==> src/rtl/core/khbt_pkg.sv <==
// Package for the keyed hash bucket table: sizes, status codes, FSM states,
// controller/datapath command and status words, SipHash round function.
// No dependencies.
package khbt_pkg;

    localparam int NUM_BUCKETS   = 16;
    localparam int BUCKET_SLOTS  = 10;
    localparam int MAX_KEY_BYTES = 32;
    localparam int VALUE_BITS    = 16;
    localparam int KEY_WORDS     = (MAX_KEY_BYTES + 7) / 8;
    localparam int TOTAL_SLOTS   = NUM_BUCKETS * BUCKET_SLOTS;
    localparam int BKT_W         = $clog2(NUM_BUCKETS);
    localparam int SLOT_W        = 4;
    localparam int ADDR_W        = $clog2(TOTAL_SLOTS);
    localparam int CNT_W         = 6;
    localparam int WSEL_W        = 3;
    localparam int KEY_BITS      = KEY_WORDS * 64;

    localparam logic [63:0] HASH_KEY_LOW_RST  = 64'h0706050403020100;
    localparam logic [63:0] HASH_KEY_HIGH_RST = 64'h0F0E0D0C0B0A0908;
    localparam logic [63:0] SIP_C0 = 64'h736f6d6570736575;
    localparam logic [63:0] SIP_C1 = 64'h646f72616e646f6d;
    localparam logic [63:0] SIP_C2 = 64'h6c7967656e657261;
    localparam logic [63:0] SIP_C3 = 64'h7465646279746573;

    localparam logic CFG_KEY_LOW  = 1'b0;
    localparam logic CFG_KEY_HIGH = 1'b1;

    localparam logic KIND_INSERT = 1'b0;
    localparam logic KIND_LOOKUP = 1'b1;

    typedef enum logic [2:0] {
        ST_INSERTED = 3'd0,
        ST_HIT      = 3'd1,
        ST_MISS     = 3'd2,
        ST_FULL     = 3'd3,
        ST_TOO_LONG = 3'd4
    } khbt_status_t;

    typedef enum logic [3:0] {
        S_COLLECT,
        S_CHECK,
        S_ABS_A,
        S_ABS_B,
        S_FIN,
        S_BUCKET,
        S_DECIDE,
        S_WRITE,
        S_SCAN_RD,
        S_SCAN_CMP,
        S_RESULT
    } khbt_state_t;

    typedef logic [3:0][63:0] sip_v_t;

    typedef struct packed {
        logic                in_ready;
        logic                init_v;
        logic                rnd;
        logic                pre_m;
        logic                post_m;
        logic                fin_x;
        logic [WSEL_W-1:0]   word;
        logic                latch_bkt;
        logic                wr_slot;
        logic                rd_slot;
        logic [SLOT_W-1:0]   slot;
        logic                load_out;
        khbt_status_t        code;
    } khbt_cmd_t;

    typedef struct packed {
        logic                in_valid;
        logic                in_last;
        logic                too_long;
        logic [WSEL_W-1:0]   full_words;
        logic                kind;
        logic [SLOT_W-1:0]   fill;
        logic                match;
        logic                out_free;
    } khbt_stat_t;

    function automatic logic [63:0] rotl13(logic [63:0] x);
        return {x[50:0], x[63:51]};
    endfunction
    function automatic logic [63:0] rotl16(logic [63:0] x);
        return {x[47:0], x[63:48]};
    endfunction
    function automatic logic [63:0] rotl17(logic [63:0] x);
        return {x[46:0], x[63:47]};
    endfunction
    function automatic logic [63:0] rotl21(logic [63:0] x);
        return {x[42:0], x[63:43]};
    endfunction
    function automatic logic [63:0] rotl32(logic [63:0] x);
        return {x[31:0], x[63:32]};
    endfunction

    function automatic sip_v_t sip_round(sip_v_t vi);
        logic [63:0] v0;
        logic [63:0] v1;
        logic [63:0] v2;
        logic [63:0] v3;
        sip_v_t      vo;
        v0 = vi[0];
        v1 = vi[1];
        v2 = vi[2];
        v3 = vi[3];
        v0 = v0 + v1; v1 = rotl13(v1); v1 = v1 ^ v0; v0 = rotl32(v0);
        v2 = v2 + v3; v3 = rotl16(v3); v3 = v3 ^ v2;
        v0 = v0 + v3; v3 = rotl21(v3); v3 = v3 ^ v0;
        v2 = v2 + v1; v1 = rotl17(v1); v1 = v1 ^ v2; v2 = rotl32(v2);
        vo[0] = v0;
        vo[1] = v1;
        vo[2] = v2;
        vo[3] = v3;
        return vo;
    endfunction

endpackage

==> src/rtl/core/khbt_ctrl.sv <==
// Sequencer for the bucket table: byte collection, SipHash rounds,
// bucket insert or slot scan, result handoff. Depends on khbt_pkg.
module khbt_ctrl (
    input  logic                clk,
    input  logic                rst_n,
    input  khbt_pkg::khbt_stat_t st,
    output khbt_pkg::khbt_cmd_t  cmd
);

    khbt_pkg::khbt_state_t  state_reg, state_next;
    logic [khbt_pkg::WSEL_W-1:0] word_reg, word_next;
    logic [1:0]                  rcnt_reg, rcnt_next;
    logic [khbt_pkg::SLOT_W-1:0] slot_reg, slot_next;
    khbt_pkg::khbt_status_t      code_reg, code_next;
    logic [khbt_pkg::SLOT_W:0]   slot_inc;

    assign slot_inc = {1'b0, slot_reg} + 1'b1;

    always_ff @(posedge clk or negedge rst_n)
    begin
        if (!rst_n)
        begin
            state_reg <= khbt_pkg::S_COLLECT;
            word_reg  <= '0;
            rcnt_reg  <= '0;
            slot_reg  <= '0;
            code_reg  <= khbt_pkg::ST_INSERTED;
        end
        else
        begin
            state_reg <= state_next;
            word_reg  <= word_next;
            rcnt_reg  <= rcnt_next;
            slot_reg  <= slot_next;
            code_reg  <= code_next;
        end
    end

    always_comb
    begin
        state_next = state_reg;
        word_next  = word_reg;
        rcnt_next  = rcnt_reg;
        slot_next  = slot_reg;
        code_next  = code_reg;
        cmd        = '0;
        cmd.word   = word_reg;
        cmd.slot   = slot_reg;
        cmd.code   = code_reg;
        case (state_reg)
            khbt_pkg::S_COLLECT:
            begin
                cmd.in_ready = 1'b1;
                if (st.in_valid && st.in_last)
                    state_next = khbt_pkg::S_CHECK;
            end
            khbt_pkg::S_CHECK:
            begin
                if (st.too_long)
                begin
                    code_next  = khbt_pkg::ST_TOO_LONG;
                    state_next = khbt_pkg::S_RESULT;
                end
                else
                begin
                    cmd.init_v = 1'b1;
                    word_next  = '0;
                    state_next = khbt_pkg::S_ABS_A;
                end
            end
            khbt_pkg::S_ABS_A:
            begin
                cmd.rnd    = 1'b1;
                cmd.pre_m  = 1'b1;
                state_next = khbt_pkg::S_ABS_B;
            end
            khbt_pkg::S_ABS_B:
            begin
                cmd.rnd    = 1'b1;
                cmd.post_m = 1'b1;
                if (word_reg == st.full_words)
                begin
                    rcnt_next  = '0;
                    state_next = khbt_pkg::S_FIN;
                end
                else
                begin
                    word_next  = word_reg + 1'b1;
                    state_next = khbt_pkg::S_ABS_A;
                end
            end
            khbt_pkg::S_FIN:
            begin
                cmd.rnd   = 1'b1;
                cmd.fin_x = (rcnt_reg == 2'd0);
                rcnt_next = rcnt_reg + 1'b1;
                if (rcnt_reg == 2'd3)
                    state_next = khbt_pkg::S_BUCKET;
            end
            khbt_pkg::S_BUCKET:
            begin
                cmd.latch_bkt = 1'b1;
                state_next    = khbt_pkg::S_DECIDE;
            end
            khbt_pkg::S_DECIDE:
            begin
                slot_next = '0;
                if (st.kind == khbt_pkg::KIND_INSERT)
                begin
                    if (st.fill >= khbt_pkg::SLOT_W'(khbt_pkg::BUCKET_SLOTS))
                    begin
                        code_next  = khbt_pkg::ST_FULL;
                        state_next = khbt_pkg::S_RESULT;
                    end
                    else
                        state_next = khbt_pkg::S_WRITE;
                end
                else if (st.fill == '0)
                begin
                    code_next  = khbt_pkg::ST_MISS;
                    state_next = khbt_pkg::S_RESULT;
                end
                else
                    state_next = khbt_pkg::S_SCAN_RD;
            end
            khbt_pkg::S_WRITE:
            begin
                cmd.wr_slot = 1'b1;
                code_next   = khbt_pkg::ST_INSERTED;
                state_next  = khbt_pkg::S_RESULT;
            end
            khbt_pkg::S_SCAN_RD:
            begin
                cmd.rd_slot = 1'b1;
                state_next  = khbt_pkg::S_SCAN_CMP;
            end
            khbt_pkg::S_SCAN_CMP:
            begin
                if (st.match)
                begin
                    code_next  = khbt_pkg::ST_HIT;
                    state_next = khbt_pkg::S_RESULT;
                end
                else if (slot_inc < {1'b0, st.fill})
                begin
                    slot_next  = slot_inc[khbt_pkg::SLOT_W-1:0];
                    state_next = khbt_pkg::S_SCAN_RD;
                end
                else
                begin
                    code_next  = khbt_pkg::ST_MISS;
                    state_next = khbt_pkg::S_RESULT;
                end
            end
            khbt_pkg::S_RESULT:
            begin
                if (st.out_free)
                begin
                    cmd.load_out = 1'b1;
                    state_next   = khbt_pkg::S_COLLECT;
                end
            end
            default:
            begin
                state_next = khbt_pkg::S_COLLECT;
            end
        endcase
    end

endmodule

==> config.mk <==
export PLATFORM = sky130hd
export DESIGN_NAME = khbt_ctrl
export DESIGN_NICKNAME = d
export VERILOG_FILES = /design/src/rtl/core/khbt_pkg.sv /design/src/rtl/core/khbt_ctrl.sv
export SDC_FILE = /design/constraint.sdc
export NUM_CORES = 1
export LEC_CHECK = 0
export ABC_AREA = 1
export BUFFER_PORTS_ARGS = -buffer_cell sky130_fd_sc_hd__buf_2
export CAP_MARGIN = 20
export CELL_PAD_IN_SITES_DETAIL_PLACEMENT = 1
export CELL_PAD_IN_SITES_GLOBAL_PLACEMENT = 1
export CORE_UTILIZATION = 35
export CTS_CLUSTER_DIAMETER = 80
export CTS_CLUSTER_SIZE = 25
export DETAILED_ROUTE_END_ITERATION = 10
export PLACE_DENSITY = 0.75
export REMOVE_ABC_BUFFERS = 1
export SYNTH_ARGS = -nofsm -noshare
export SYNTH_HDL_FRONTEND = slang
export SYNTH_SLANG_ARGS = --single-unit
export TNS_END_PERCENT = 5
==> constraint.sdc <==
create_clock -name clk -period 1.9 [get_ports clk]
set_clock_uncertainty 0.05 [all_clocks]
set_input_delay 0.095 -clock clk [delete_from_list [all_inputs] [get_ports clk]]
set_output_delay 0.095 -clock clk [all_outputs]
set_load 0.02 [all_outputs]
; Word level (Yosys, flattened, before mapping)
; Cells that the tools add are included.
[op_classes]
n_addsub = 3
reduce_logical = 14
n_eq_ne = 24
order_cmp = 2
mux = 38
[op_table]
columns = cell, count
row1 = case mux 4 bit (11 select lines), 1
row2 = 2-to-1 mux 4 bit, 8
row3 = 2-to-1 mux 3 bit, 9
row4 = != test 2 bit (second input constant), 9
row5 = == test 4 x 3 -> 1 bit (second input constant), 4
row6 = == test 4 bit (second input constant), 3
row7 = 2-to-1 mux 1 bit, 12
row8 = case mux 3 bit (4 select lines), 1
row9 = != test 3 bit (second input constant), 3
row10 = AND reduction 3 bit, 3
row11 = == test 4 x 2 -> 1 bit (second input constant), 2
row12 = zero test 4 bit, 2
row13 = 2-to-1 mux 2 bit, 4
row14 = case mux 4 bit (2 select lines), 1
row15 = case mux 3 bit (2 select lines), 1
row16 = nonzero test 2 bit, 3
row17 = adder 4 x 1 -> 5 bit (second input constant), 1
row18 = < comparator 5 x 4 -> 1 bit, 1
row19 = AND reduction 5 bit, 1
row20 = == test 4 x 1 -> 1 bit (second input constant), 1
row21 = >= comparator 4 bit (second input constant), 1
row22 = case mux 2 bit (2 select lines), 1
row23 = nonzero test 4 bit, 1
row24 = adder 3 x 1 -> 3 bit (second input constant), 1
row25 = other kinds (7), 7
[word_totals]
elab_cells = 86
out_inout_bits = 20
register_bits = 16
input_bits = 15

; Logic depth before layout (Yosys ltp)
[logic_depth]
depth_word = 5
depth_mapped = 11
depth_no_buf = 11

; Worst setup path after synthesis
; OpenSTA, ideal clock, no wires.
[synth_timing]
kind = reg-to-reg
from = reg slot_reg[0] (netlist bit)
to = reg slot_reg[0] (netlist bit)
required_ns = 1.732
setup_ns = 0.118
setup_slack_ns = 0.029
synth_period_minus_slack_ns = 1.871
path_buffers = 0
t_arrival_ns = 1.703
path_stages_with_launch = 12
path_cell_list = dfrtp_1 -> ha_1 -> xor2_1 -> ha_1 -> nand2_1 -> nand2_1 -> nand3_1 -> nand3_1 -> nand2_1 -> nand3_1 -> nand2_1 -> nand2_1
[synth_via]
elab_chain_len = 4
word_cells_on_any_way = 7
classes_between = add/sub: 1 / order compare: 1 / eq/ne: 1 / mux: 3 / reduce/logical: 1
[synth_rtl]
columns = item, line_no
row1 = start: declaration, khbt_ctrl.sv:13  ; logic [khbt_pkg::SLOT_W-1:0] slot_reg, slot_next;
row2 = start signal: assignment, khbt_ctrl.sv:34  ; slot_reg <= slot_next;
row3 = adder 4 x 1 -> 5 bit *, khbt_ctrl.sv:17  ; assign slot_inc = {1'b0, slot_reg} + 1'b1;
row4 = < comparator 5 x 4 -> 1 bit / 2-to-1 mux 4 bit (equally long branches), khbt_ctrl.sv:144  ; else if (slot_inc < {1'b0, st.fill})
row5 = != test 2 bit (no source line) / 2-to-1 mux 4 bit (equally long branches), -
row6 = AND reduction 3 bit (no source line) / case mux 4 bit (2 select lines) (equally long branches), -
; Every way passes the cells marked *; elsewhere a longest branch is shown, timed or not. The select of a mux whose other input is x is not followed.
; A chain may end at the register's enable or synchronous reset.

; Worst setup path in the final report
[layout_timing]
from = reg slot_reg[1] (netlist bit)
to = reg slot_reg[1] (netlist bit)
; The elaborated chain is that of the path after synthesis.

==> flow_summary.toml <==
[yosys]
syn_area_per_cell_um2 = 6.86
synthCells = 173
synth_seq_cells = 16
seq_area_frac_synth_pct = 33.7
netlist_area_um2 = 1190
synth-warning-count = 0
yosysUniqueCellTypes = 19

[hold_path]
holdCritPathClass = "in2reg"
min_from = "st[1]"

[timing]
min_period_over_period_pct = 98.9
tightestPinTransition_ns = 0.382
finalHoldViolCount = 0
relSlewSlack_pct = 74.6
max_freq_mhz = 532
post-route-min-period_ns = 1.88
rsz0062_at_grt = "yes"
setup_violations = 0
drv_slew = 0

[detailed_routing]
ant_nets = 0
wl_per_cell_um = 13.4
wl_um = 3490
drt_iter0_drc = 38
drc = 0
vias_per_cell = 4.78
first_pass_iters = 4
dr_total_vias = 1244

[floorplanning]
die_w_um = 60.2
initial_core_util_pct = 38.0
die_height_um = 60.2
boundaryPins = 35
die_area_um2 = 3630
core-area_um2 = 3130
rows = 20

[clock_tree]
cts_tree = "built"
clkTransAtPathRegs_ns = 0.10
clockRootBuffer = "clkbuf_4"
insertion_delay_ns = 0.29
clock-sinks = 16
cts_buffers = 3
clk_path_buf_depth = 2
htreeDepth = 1

[setup_path]
crit_path_start_kind = "flip-flop"
r2r_cells = 11
cpMostUsedCell = "nand2_2"
cp_top_family = "simple AND/OR/NAND/NOR gates"
path_buf_inv = 0
r2r_setup_slack_ns = 0.02
cp_max_fo = 4
cp.required_ns = 2.05
arrival_ns = 2.03
r2r_start = "slot_reg[1]"
cp_slowest_stage_delay_ns = 0.41
crit_path_end = "slot_reg[1]"
cp-startpoint = "slot_reg[1]"
path_depth = 11
path_cells = "ha_2 -> xor2_2 -> ha_1 -> nand2_1 -> nand2_1 -> nand3_2 -> nand3_2 -> nand2_2 -> nand3_4 -> nand2_2 -> nand2_2"
rr_endpoint = "slot_reg[1]"
setup.worst_path.end_class = "flip-flop"
crit_type = "reg2reg"
critPathSlowestCell = "dfrtp_1"

[place]
dp_hpwl_um = 2840
numPortBuffers = 34
gp_congestion = 0.848
placed_area_um2 = 1420

[global_route]
antenna_found_initial = 0
grt_usage_pct = 21.5
gr-total-overflow = 0
grt_pass1_wl_um = 5780
grt_pass1_vias = 1267
grt_max_degree = 17

[finish]
fin_area_um2 = 1560
final_nets = 239
final_cell_mix = "nand2_1 (49), buf_2 (34), inv_1 (23), dfrtp_1 (16), nand3_1 (14)"
final_core_util_pct = 50.0
drive_above_1_share_pct = 34.3
diodes = 0
areaGrowthSynthToFinish_pct = 31.7
final_common_cell = "nand2_1"

[power]
vdd_drop_max_v = 0.000560
p_leak_nw = 0.917
power_density_nw_per_um2 = 1290
power_mw = 2.01

[run]
drv_cap = 0

[run_status]
outcome = "finished clean"
==> layer usage <==
layer | track usage (%) | up-vias | part of all wire, %
li1 | - | 630 | -
met3 | 4.55 | 2 | 3.2
met2 | 37.7 | 21 | 53
met1 | 27.2 | 591 | 44
met5 | 0 | - | 0
met4 | 2.99 | 0 | 0.34
==> worst register-to-register path: stages, from the launching register on <==
cell	delay, ns
dfrtp_1	0.41
ha_2	0.21
xor2_2	0.18
ha_1	0.32
nand2_1	0.08
nand2_1	0.06
nand3_2	0.07
nand3_2	0.09
nand2_2	0.08
nand3_4	0.11
nand2_2	0.09
nand2_2	0.04
==> worst min-delay path by stage <==
stage,to,slack (ns),depth (start not counted)
final,code_reg[1],0.11,4
after global routing,code_reg[1],0.12,4
after CTS,code_reg[1],0.11,4
after detailed placement,code_reg[0],-0.01,1
after global placement,code_reg[0],-0.02,1
after floorplan,code_reg[0],-0.25,0
==> cell type report <==
cell class / instances / area (um^2)
clock buffers: 4 / 36.3
fillers: 433 / 1560
inverters: 28 / 105
multi-input cells: 129 / 754
flip-flops and latches: 16 / 400
well taps: 44 / 55.1
repair buffers: 39 / 213
==> Yosys cell counts (all sizes together) <==
library cell / count / share of area (%)
nand2: 61 / 21
inv: 28 / 8.9
nor2: 20 / 9.5
nand3: 18 / 7.6
dfrtp: 16 / 34
ha: 7 / 7.4
o21ai: 6 / 2.5
a21oi: 5 / 2.1
xnor2: 4 / 3.0
nand4: 2 / 1.1
xor2: 2 / 1.5
nor3: 1 / 0.42
o2111ai: 1 / 0.74
o211ai: 1 / 0.63
or2: 1 / 0.53
==> what timing repair did <==
| action | 4_1_cts | 5_1_grt |
|---|---|---|
| hold buffers | 2 | 0 |
| pin swaps | 1 | 2 |
| hold endpoints to repair | 17 | 0 |
| setup buffers | 2 | 0 |
| setup endpoints to repair | 7 | 8 |
| gates resized for setup | 2 | 14 |
==> kinds of logic after synthesis <==
family	share of synthesized area (%)
and+or+nand+nor	39.6
buffers and inverters	8.85
DFF	33.7
AOI/OAI and AO/OA	6.01
adders and majority gates	7.38
xor gates and xnor gates	4.43
==> power by group <==
part	switching (mW)	internal, mW
clock network	0.120	0.117
registers	0.114	0.458
logic	0.779	0.427
total	1.01	1.00
==> through the flow <==
stage | TNS (ns) | hold slack [ns] | setup slack (ns) | std cells
floorplan | 0 | -0.251 | 0.0288 | 173
global placement | 0 | -0.0216 | 0.0227 | 252
detailed placement | -0.504 | -0.0127 | -0.145 | 252
CTS | -0.102 | 0.110 | -0.0415 | 260
global route | -0.286 | 0.116 | -0.0853 | 260
finish | 0 | 0.109 | 0.0204 | 260
No activity file was read; power rests on OpenSTA's default activity.
